## src/hw/rtl/skc_isqrt.sv

```systemverilog
`timescale 1ns / 1ps
// ----------------------------------------------------------------------------
// skc_isqrt: pipelined integer square root
// Restoring square root, BPS result bits per register stage.
// Carries a side payload alongside; advances when en_i is high.
// ----------------------------------------------------------------------------
module skc_isqrt #(
  parameter int unsigned IN_W   = 38,
  parameter int unsigned SIDE_W = 1,
  parameter int unsigned BPS    = 4
) (
  input  logic                    clk_i,
  input  logic                    rst_ni,
  input  logic                    en_i,
  input  logic                    valid_i,
  input  logic [IN_W-1:0]         rad_i,
  input  logic [SIDE_W-1:0]       side_i,
  output logic                    valid_o,
  output logic [(IN_W+1)/2-1:0]   root_o,
  output logic [SIDE_W-1:0]       side_o
);

  localparam int unsigned RW     = (IN_W + 1) / 2;
  localparam int unsigned PW     = 2 * RW;
  localparam int unsigned STAGES = (RW + BPS - 1) / BPS;
  localparam int unsigned RMW    = RW + 2;

  logic [PW-1:0]     rad_q  [STAGES+1];
  logic [RMW-1:0]    rem_q  [STAGES+1];
  logic [RW-1:0]     root_q [STAGES+1];
  logic [SIDE_W-1:0] side_q [STAGES+1];
  logic              vld_q  [STAGES+1];

  assign rad_q[0]  = PW'(rad_i);
  assign rem_q[0]  = '0;
  assign root_q[0] = '0;
  assign side_q[0] = side_i;
  assign vld_q[0]  = valid_i;

  for (genvar s = 0; s < STAGES; s++) begin : g_stage
    logic [PW-1:0]  rad_d;
    logic [RMW-1:0] rem_d;
    logic [RW-1:0]  root_d;

    always_comb begin
      logic [RMW-1:0] trial;
      trial  = '0;
      rad_d  = rad_q[s];
      rem_d  = rem_q[s];
      root_d = root_q[s];
      for (int b = 0; b < BPS; b++) begin
        if ((s * BPS + b) < RW) begin
          rem_d  = {rem_d[RMW-3:0], rad_d[PW-1 -: 2]};
          rad_d  = {rad_d[PW-3:0], 2'b00};
          trial  = {root_d, 2'b01};
          if (rem_d >= trial) begin
            rem_d  = rem_d - trial;
            root_d = {root_d[RW-2:0], 1'b1};
          end else begin
            root_d = {root_d[RW-2:0], 1'b0};
          end
        end
      end
    end

    always_ff @(posedge clk_i or negedge rst_ni) begin
      if (!rst_ni) begin
        vld_q[s+1] <= 1'b0;
      end else if (en_i) begin
        vld_q[s+1] <= vld_q[s];
      end
    end

    always_ff @(posedge clk_i) begin
      if (en_i) begin
        rad_q[s+1]  <= rad_d;
        rem_q[s+1]  <= rem_d;
        root_q[s+1] <= root_d;
        side_q[s+1] <= side_q[s];
      end
    end
  end

  assign valid_o = vld_q[STAGES];
  assign root_o  = root_q[STAGES];
  assign side_o  = side_q[STAGES];

endmodule

```

## config.mk

```make
export PLATFORM = sky130hd
export DESIGN_NAME = skc_isqrt
export DESIGN_NICKNAME = d
export VERILOG_FILES = /design/src/hw/rtl/skc_isqrt.sv
export SDC_FILE = /design/constraint.sdc
export NUM_CORES = 1
export LEC_CHECK = 0
export BUFFER_PORTS_ARGS = -buffer_cell sky130_fd_sc_hd__buf_2
export CORE_UTILIZATION = 25
export CTS_CLUSTER_DIAMETER = 60
export DETAILED_ROUTE_END_ITERATION = 6
export PLACE_DENSITY = 0.37
export REMOVE_ABC_BUFFERS = 1
export SLEW_MARGIN = 40
export SYNTH_ARGS = -nofsm -noshare
export SYNTH_HDL_FRONTEND = slang
export SYNTH_SLANG_ARGS = --single-unit
```

## constraint.sdc

```tcl
create_clock -name clk_i -period 10.3 [get_ports clk_i]
set_clock_uncertainty 0.05 [all_clocks]
set_input_delay 2.06 -clock clk_i [delete_from_list [all_inputs] [get_ports clk_i]]
set_output_delay 2.06 -clock clk_i [all_outputs]
set_load 0.03 [all_outputs]
```

[After elaboration in Yosys (flattened, before gate mapping)]
Cells that the tools add are included.
Word-level totals
  bits in registers: 217
  bits in latches: 0
  RAM bits: 0
  bits in read-only memories: 0
  output and inout bits: 21
  memories kept: 0
Operators by class
  $add $sub $neg: 18
  $mul: 0
  div/mod/pow operators: 0
  magnitude comparators: 19
  eq/ne operators: 0
  shift-type cells: 0
  muxes and demuxes: 37
  bitwise gates (word level): 0
  reductions and logical operators: 0
Operator list (number)
  19-bit 2-to-1 mux: 18
  21-bit by 10-bit greater-or-equal comparator with 1-bit output: 1
  21-bit by 11-bit greater-or-equal comparator with 1-bit output: 1
  21-bit by 12-bit greater-or-equal comparator with 1-bit output: 1
  21-bit by 13-bit greater-or-equal comparator with 1-bit output: 1
  21-bit by 14-bit greater-or-equal comparator with 1-bit output: 1
  21-bit by 15-bit greater-or-equal comparator with 1-bit output: 1
  21-bit by 16-bit greater-or-equal comparator with 1-bit output: 1
  21-bit by 17-bit greater-or-equal comparator with 1-bit output: 1
  21-bit by 18-bit greater-or-equal comparator with 1-bit output: 1
  21-bit by 19-bit greater-or-equal comparator with 1-bit output: 1
  21-bit by 20-bit greater-or-equal comparator with 1-bit output: 1
  21-bit by 3-bit greater-or-equal comparator with 1-bit output: 1
  21-bit by 4-bit greater-or-equal comparator with 1-bit output: 1
  21-bit by 5-bit greater-or-equal comparator with 1-bit output: 1
  21-bit by 6-bit greater-or-equal comparator with 1-bit output: 1
  21-bit by 7-bit greater-or-equal comparator with 1-bit output: 1
  21-bit by 8-bit greater-or-equal comparator with 1-bit output: 1
  21-bit by 9-bit greater-or-equal comparator with 1-bit output: 1
  1-bit 2-to-1 mux: 19
  19-bit by 10-bit subtractor with 19-bit output: 1
  19-bit by 11-bit subtractor with 19-bit output: 1
  19-bit by 12-bit subtractor with 19-bit output: 1
  19-bit by 13-bit subtractor with 19-bit output: 1
  other kinds (15): 15

[Longest topological paths before layout]
Gate-level depths: netlist of run 1.
  depth after elaboration: 8
  depth in mapped cells: 57

[Worst setup path before layout of run 1]
No wires, ideal clock.
  path kind: register to register
  from: register rem_q[65] (netlist name)
  to: register rem_q[45] (netlist name) (data pin)
  library setup time: 0.262 ns
  data arrival time: 10.125 ns
  path slack: -0.138 ns
  stages on the path, launching flop included: 56
  path through: edfxtp_1 ha_1 clkbuf_1 or3_1 o22a_1 a21oi_1 nand2_1 clkinv_1 buf_1 a211oi_1 a21o_1 ha_1 a21oi_1 o21ai_0 a21oi_1 o311ai_0 a211oi_1 a21boi_1 [... 20 more ...] a21oi_1 ha_1 a21o_1 nand2_1 nand2b_1 a21o_1 a21oi_1 nor2b_1 o21ai_0 nand2b_1 a21oi_1 inv_1 a211oi_1 o211a_1 and4bb_2 buf_2 buf_2 o21ai_0
Between the ends
  cells in the longest elaborated chain, start to end: 8
  elaborated cells on any way between the ends: 15
Ends and longest elaborated chain
  start, declared: RTL line 29  | logic [RMW-1:0] rem_q [STAGES+1];
  start signal, assigned by index: RTL line 77  | rem_q[s+1] <= rem_d;
  19-bit by 10-bit subtractor with 19-bit output / 21-bit by 10-bit greater-or-equal comparator with 1-bit output (equally long branches): RTL line 57, 56
  19-bit 2-to-1 mux / 1-bit 2-to-1 mux (equally long branches): RTL line 56  | if (rem_d >= trial) begin
  19-bit by 11-bit subtractor with 19-bit output / 21-bit by 11-bit greater-or-equal comparator with 1-bit output (equally long branches): RTL line 57, 56
  19-bit 2-to-1 mux / 1-bit 2-to-1 mux (equally long branches): RTL line 56
  21-bit by 12-bit greater-or-equal comparator with 1-bit output (*): RTL line 56
  1-bit 2-to-1 mux (*): RTL line 56
  net g_stage[2].$5.trial[2]: RTL line 46  | logic [RMW-1:0] trial;
  19-bit by 13-bit subtractor with 19-bit output / 21-bit by 13-bit greater-or-equal comparator with 1-bit output (equally long branches): RTL line 57, 56
  19-bit 2-to-1 mux (*): RTL line 56
  net g_stage[2].rem_d[3]: RTL line 42  | logic [RMW-1:0] rem_d;
Mark *: on every way through the listed nets, which the timed path passes. The rest lies on a longest branch.
A chain may end at the register's enable or synchronous reset.

[Worst setup path after layout of run 1]
  from: register root_q[46] (netlist name)
  to: register rem_q[36] (netlist name) (data pin)
Between the ends
  cells in the longest elaborated chain, start to end: 8
  elaborated cells on any way between the ends: 15
Ends and longest elaborated chain
  start, declared: RTL line 30  | logic [RW-1:0] root_q [STAGES+1];
  start signal, assigned by index: RTL line 78  | root_q[s+1] <= root_d;
  19-bit by 14-bit subtractor with 19-bit output / 21-bit by 14-bit greater-or-equal comparator with 1-bit output (equally long branches): RTL line 57, 56
  19-bit 2-to-1 mux / 1-bit 2-to-1 mux (equally long branches): RTL line 56
  19-bit by 15-bit subtractor with 19-bit output / 21-bit by 15-bit greater-or-equal comparator with 1-bit output (equally long branches): RTL line 57, 56
  19-bit 2-to-1 mux / 1-bit 2-to-1 mux (equally long branches): RTL line 56
  21-bit by 16-bit greater-or-equal comparator with 1-bit output (*): RTL line 56
  1-bit 2-to-1 mux (*): RTL line 56
  net g_stage[3].$5.trial[2]: RTL line 46
  19-bit by 17-bit subtractor with 19-bit output / 21-bit by 17-bit greater-or-equal comparator with 1-bit output (equally long branches): RTL line 57, 56
  19-bit 2-to-1 mux (*): RTL line 56
  net g_stage[3].rem_d[15]: RTL line 42
Marked as above.

==> flow_summary.toml, run 1 <==
[hold_path]
min_from = "g_stage[1].rad_d[24]$_DFFE_PP_"
whs_path_depth = 0
holdPathEnd = "g_stage[2].rad_d[32]$_DFFE_PP_"
hold_class = "reg2reg"

[cells_and_area]
final_nets = 2993
n_antenna_cell = 0
final_util_pct = 30.71
syn_to_final_growth_pct = 20.93
fillCellCount = 9139
drive_gt1_share_pct = 16.94
finalNonFillerCells = 3913

[logic_synthesis]
syn-cell-area_um2 = 21760
synth_common_cells = "edfxtp_1 (212), nand2_1 (212), ha_1 (208)"
ys_seq_area_share_pct = 29.83
synth_top_cell_area_share_pct = 29.25
synth_ff_type = "edfxtp_1"
synth-seq-cells = 217
synth_area_leaders = "edfxtp_1 (29%), ha_1 (12%), xnor2_1 (5.2%)"
syn_area_per_cell_um2 = 8.701
ys_types = 108
synthCells = 2501
synth_edf_count = 212
yosysTopAreaCell = "edfxtp_1"
async_reset_ff_share_pct = 2.304
synth_warnings = 0

[critical_path]
worst_r2r_endpoint = "rem_q[36]$_DFFE_PP_"
reg2reg_slack_ns = 0.57
critPathLaunchType = "flip-flop"
crit_fanout = 13
endpoint_kind = "flip-flop"
path_delay_family = "compound AO/OA/AOI/OAI gates"
worst-path-stages = 40
path_class = "reg2reg"
critPathBufInv = 8
critPathArrivalTime_ns = 10.00
critPathSlowestCell = "or4b_2"
rr_worst_depth = 40
required_ns = 10.57
cp_common_cell = "a21o_1"
cp_slowest_stage_delay_ns = 0.60
regToRegStartpoint = "root_q[46]$_DFFE_PP_"

[floorplan]
die_w_um = 297.0
rows = 107
start_util_pct = 25.40
die_h_um = 297.0
core_area_um2 = 85680
die_area_um2 = 88230
io_pins = 64

[global_routing]
grt_max_degree = 96
track_usage_pct = 16.53
grt_first_pass_wirelength_um = 114400
grt_pass1_vias = 19460
grt-ovfl-total = 0
antenna_found_initial = 0

[job]
drv_cap = 0

[outcome]
outcome = "completed"

[sta]
holdWs_ns = 0.3599
maxSlewViolCount = 0
clock.fmax_ghz = 0.1028
min_period_ns = 9.731
tightest_slew_ns = 0.8185
hold_viol = 0
maxSlewHeadroom_pct = 44.97
fin_crit_sh_pct = 94.48
setup_ws_ns = 0.5689
setup_viol = 0

[placed_design]
preCtsSetupSlack_ns = 0.1449
gp_congestion = 0.8808
dp.cells = 3835
dpl.hpwl_um = 60620
io_buffers = 63

[drt]
viasPerCell = 5.095
drc = 0
ant_nets = 0
wl_per_cell_um = 19.14
via_count = 19940
finalWirelength_um = 74890
first_iter_violations = 1173
dr.pass1.iters = 5

[clocking]
cts_max_level = 2
cts.path.max_buffers = 3
cts_buffers = 37
cts.sinks = 217
clkTransAtPathRegs_ns = 0.05
insertion_delay_ns = 0.58
root_buffer = "clkbuf_16"
cts_tree = "done"

[power]
power_w = 0.009138
peakVddDrop_mv = 0.1733
leakagePower_nw = 10.86
p_per_area_nw_per_um2 = 347.2
[routing by layer]
layer | GRT usage (%) | share of wire, % | vias up
met2 | 25.87 | 44 | 406
met4 | 4.161 | 2.1 | 0
li1 | - | - | 9886
met3 | 2.454 | 3.9 | 77
met5 | 0 | 0 | -
met1 | 23.62 | 50 | 9567
[worst max-delay path by stage]
stage / slack, ns / startpoint / end
4_1_cts: 0.1 / root_q[46]$_DFFE_PP_ / rem_q[36]$_DFFE_PP_
5_1_grt: -0.05 / root_q[46]$_DFFE_PP_ / rem_q[34]$_DFFE_PP_
3_3_place_gp: 0.19 / root_q[39]$_DFFE_PP_ / rem_q[36]$_DFFE_PP_
3_5_place_dp: 0.14 / root_q[46]$_DFFE_PP_ / rem_q[36]$_DFFE_PP_
6_report: 0.57 / root_q[46]$_DFFE_PP_ / rem_q[36]$_DFFE_PP_
2_1_floorplan: -0.18 / root_q[46]$_DFFE_PP_ / rem_q[36]$_DFFE_PP_
[power by group]
group,internal (W),leakage [nW],switching [W]
Sequential,0.00127,2.09,0.000139
Clock,0.000830,0.615,0.000478
Combinational,0.00279,8.15,0.00362
[worst register-to-register path, delay by kind of cell, from the launching register on]
family / cells / cell delay [ns]
simple gates: 12 / 2.47
fa+ha+maj: 4 / 1.40
flops: 1 / 0.40
compound gates: 13 / 3.10
mux: 3 / 0.95
buf+inv: 8 / 1.11
[layout make-up]
class / count / area (um2) / share of cell area [%]
multi-input combinational: 2059 / 14580 / 55.41
sequential: 217 / 6491 / 24.67
timing repair buffer: 266 / 1907 / 7.246
tap: 1144 / 1431 / 5.439
clock buffer: 41 / 960.9 / 3.651
inverter: 161 / 610.6 / 2.320
clock inverter: 25 / 332.8 / 1.265
[per-stage QoR]
| stage | TNS [ns] | instance area (um2) |
|---|---|---|
| after floorplan | -1.811 | 21480 |
| after global placement | 0 | 24690 |
| after detailed placement | 0 | 24720 |
| after CTS | 0 | 26010 |
| after global routing | -0.4771 | 26320 |
| final | 0 | 26320 |
[cells in the final DEF, fill, tap and decap left out, types with 32 or more instances in the layout]
master	n
o21a_1	40
nand2b_1	39
nor3_1	66
xnor2_1	129
a21oi_1	177
clkbuf_16	37
buf_4	197
nor2_1	185
inv_1	151
o21ai_0	147
ha_1	202
mux2_2	32
buf_2	62
nand4_1	34
xor2_1	66
nand2_1	212
edfxtp_1	212
a21o_1	80
nand3_1	58
[registers in the layout, indices dropped and copies added (netlist names)]
register	flops
g_stage.rad_d	42
side_o	1
rem_q	76
root_o	19
side_q	4
valid_o	1
root_q	40
vld_q	4
rad_q	30
[cells by family after synthesis]
| kind of cell | share of synthesized area (%) |
|---|---|
| buffers and inverters | 4.122 |
| and+or+nand+nor | 19.56 |
| adders and majority gates | 11.96 |
| DFF | 29.83 |
| AOI/OAI and AO/OA | 23.46 |
| xor gates and xnor gates | 7.848 |
| muxes | 3.208 |
| other | 0.01723 |
[what timing repair did]
item                       CTS  global route
resized for setup            0            59
setup endpoints to repair    0            59
buffers inserted             0            11
hold buffers                 0             0
Power figures use the tool's default switching activity.
==> run 2: changes to the inputs <==
--- a/config.mk
+++ b/config.mk
@@ -5,12 +5,12 @@
 export SDC_FILE = /design/constraint.sdc
 export NUM_CORES = 1
 export LEC_CHECK = 0
+export ABC_AREA = 1
 export BUFFER_PORTS_ARGS = -buffer_cell sky130_fd_sc_hd__buf_2
 export CORE_UTILIZATION = 25
 export CTS_CLUSTER_DIAMETER = 60
 export DETAILED_ROUTE_END_ITERATION = 6
 export PLACE_DENSITY = 0.37
-export REMOVE_ABC_BUFFERS = 1
 export SLEW_MARGIN = 40
 export SYNTH_ARGS = -nofsm -noshare
 export SYNTH_HDL_FRONTEND = slang
==> flow_summary.toml, run 2 <==
[placed_design]
dpl.hpwl_um = 62810
preCtsSetupSlack_ns = 0.8101
postPlaceCellArea_um2 = 24250
io_buffers = 63
gp_congestion = 0.8776
dp.cells = 4507

[logic_synthesis]
yosysMostFrequentCell = "nand2_1"
synth_edf_count = 212
yosysTopAreaCell = "edfxtp_1"
synth_warnings = 0
ys_seq_area_share_pct = 28.73
syn_area_per_cell_um2 = 6.840
synth_area_leaders = "edfxtp_1 (28%), nand2_1 (16%), ha_1 (12%)"
synth_common_cells = "nand2_1 (946), inv_1 (439), nor2_1 (326)"
syn-cell-area_um2 = 22590
synthCells = 3303
synth_top_cell_area_share_pct = 28.18
synth_ff_type = "edfxtp_1"
ys_types = 60
async_reset_ff_share_pct = 2.304
synth-seq-cells = 217

[sta]
min_period_ns = 9.411
setup_ws_ns = 0.8893
fin_crit_sh_pct = 91.37
maxSlewHeadroom_pct = 39.95
rsz0062_at_grt = "no"
clock.fmax_ghz = 0.1063
fin_setup_tns_ns = 0
setup_viol = 0
tightest_slew_ns = 0.9008
maxSlewViolCount = 0
hold_viol = 0

[cells_and_area]
n_antenna_cell = 0
final_nets = 3634
largest_reg_flops = 76
final_cell_mix = "nand2_1 (946), inv_1 (439), nor2_1 (326), nand3_1 (225), o21ai_0 (213)"
fin_area_um2 = 25560
layout_commonest_cell = "nand2_1"
final_util_pct = 28.75
finalNonFillerCells = 4578
regMostFlops = "rem_q"
drive_gt1_share_pct = 7.384
syn_to_final_growth_pct = 13.16

[clocking]
cts_buffers = 39
cts_hold_buf = 0
cts.path.max_buffers = 3
root_buffer = "clkbuf_16"
cts_max_level = 2
cts.sinks = 217
postCtsResizedCells = 0
post_cts_buffers = 0
insertion_delay_ns = 0.57
clkTransAtPathRegs_ns = 0.05
cts_tree = "done"

[drt]
via_count = 21020
wl_per_cell_um = 16.69
viasPerCell = 4.592
dr.pass1.iters = 5
ant_nets = 0
finalWirelength_um = 76390
first_iter_violations = 1131
drc = 0

[floorplan]
rows = 109
die_h_um = 302.6
die_area_um2 = 91570
start_util_pct = 25.41
io_pins = 64
core_area_um2 = 88920
die_w_um = 302.6

[global_routing]
grt_first_pass_wirelength_um = 118300
antenna_found_initial = 0
grt-ovfl-total = 0
grt_max_degree = 132
track_usage_pct = 16.63
grt_pass1_vias = 20610

[critical_path]
critPathBufInv = 5
critPathSlowestCell = "inv_1"
cp_common_cell = "nand2_1"
cp_slowest_stage_delay_ns = 0.57
path_class = "reg2reg"
path_delay_family = "simple AND/OR/NAND/NOR gates"
critPathLaunchType = "flip-flop"
crit_fanout = 26
endpoint_kind = "flip-flop"
critPathArrivalTime_ns = 9.67
required_ns = 10.56

[power]
leakagePower_nw = 11.91
p_per_area_nw_per_um2 = 324.9
peakVddDrop_mv = 0.1226

[outcome]
outcome = "completed"

[job]
drv_cap = 0

[hold_path]
hold_class = "reg2reg"
run 2: path summary, 6_finish.rpt:
kind	startpoint	end	slack [ns]	cells after the start
max reg2reg	root_q[40]$_DFFE_PP_	rem_q[21]$_DFFE_PP_	0.89	43
min reg2reg	g_stage[1].rad_d[21]$_DFFE_PP_	g_stage[2].rad_d[29]$_DFFE_PP_	0.34	0
min in group asynchronous	rst_ni	vld_q[4]$_DFFE_PN0P_	1.26	1
max in group asynchronous	rst_ni	vld_q[3]$_DFFE_PN0P_	8.81	1
max	root_q[40]$_DFFE_PP_	rem_q[21]$_DFFE_PP_	0.89	43
min	g_stage[1].rad_d[21]$_DFFE_PP_	g_stage[2].rad_d[29]$_DFFE_PP_	0.34	0
run 2: through the flow:
step | hold WS, ns | power (W)
floorplan | 0.3503 | 0.005519
global placement | 0.3509 | 0.007117
global route | 0.3647 | 0.009183
detailed placement | 0.3545 | 0.007026
CTS | 0.3430 | 0.008422
finish | 0.3444 | 0.008306
run 2: cell families (layout without fill, tap and decap cells):
logic type / Yosys count / in the layout / synth area share, %
adder cells (fa/ha/maj): 208 / 208 / 11.52
other: 1 / 3 / 0.01660
AND/OR/NAND/NOR: 1724 / 1724 / 32.83
XOR/XNOR: 160 / 160 / 6.203
buffers and inverters: 495 / 603 / 8.679
AO/OA/AOI/OAI: 496 / 496 / 11.92
multiplexers: 2 / 2 / 0.09415
flip-flops: 217 / 217 / 28.73
run 2: layout make-up:
class / count / area (um2)
Timing Repair Buffer: 76 / 435.4
Sequential cell: 217 / 6491
Inverter: 456 / 1714
Multi-Input combinational cell: 2593 / 14150
Tap cell: 1165 / 1458
Clock inverter: 25 / 274.0
Clock buffer: 46 / 1045
Fill cell: 9967 / 63360
run 2: where the power goes:
group / switching [W] / internal (W) / total [W]
clock network: 0.000492 / 0.000834 / 0.00133
logic: 0.00369 / 0.00189 / 0.00558
registers: 0.000139 / 0.00126 / 0.00140
run 2: layer usage:
metal | share of wire (%) | track usage [%]
met5 | 0 | 0
met4 | 2.2 | 4.223
met3 | 2.7 | 1.697
met2 | 49 | 29.50
met1 | 47 | 21.38
run 2: worst register-to-register path: cells and delay by family (launching register included):
kind	cells	cell delay, ns
adder cells (fa/ha/maj)	4	1.62
XOR/XNOR	1	0.18
buffers and inverters	5	2.05
flip-flops	1	0.37
AO/OA/AOI/OAI	8	1.88
AND/OR/NAND/NOR	25	2.99
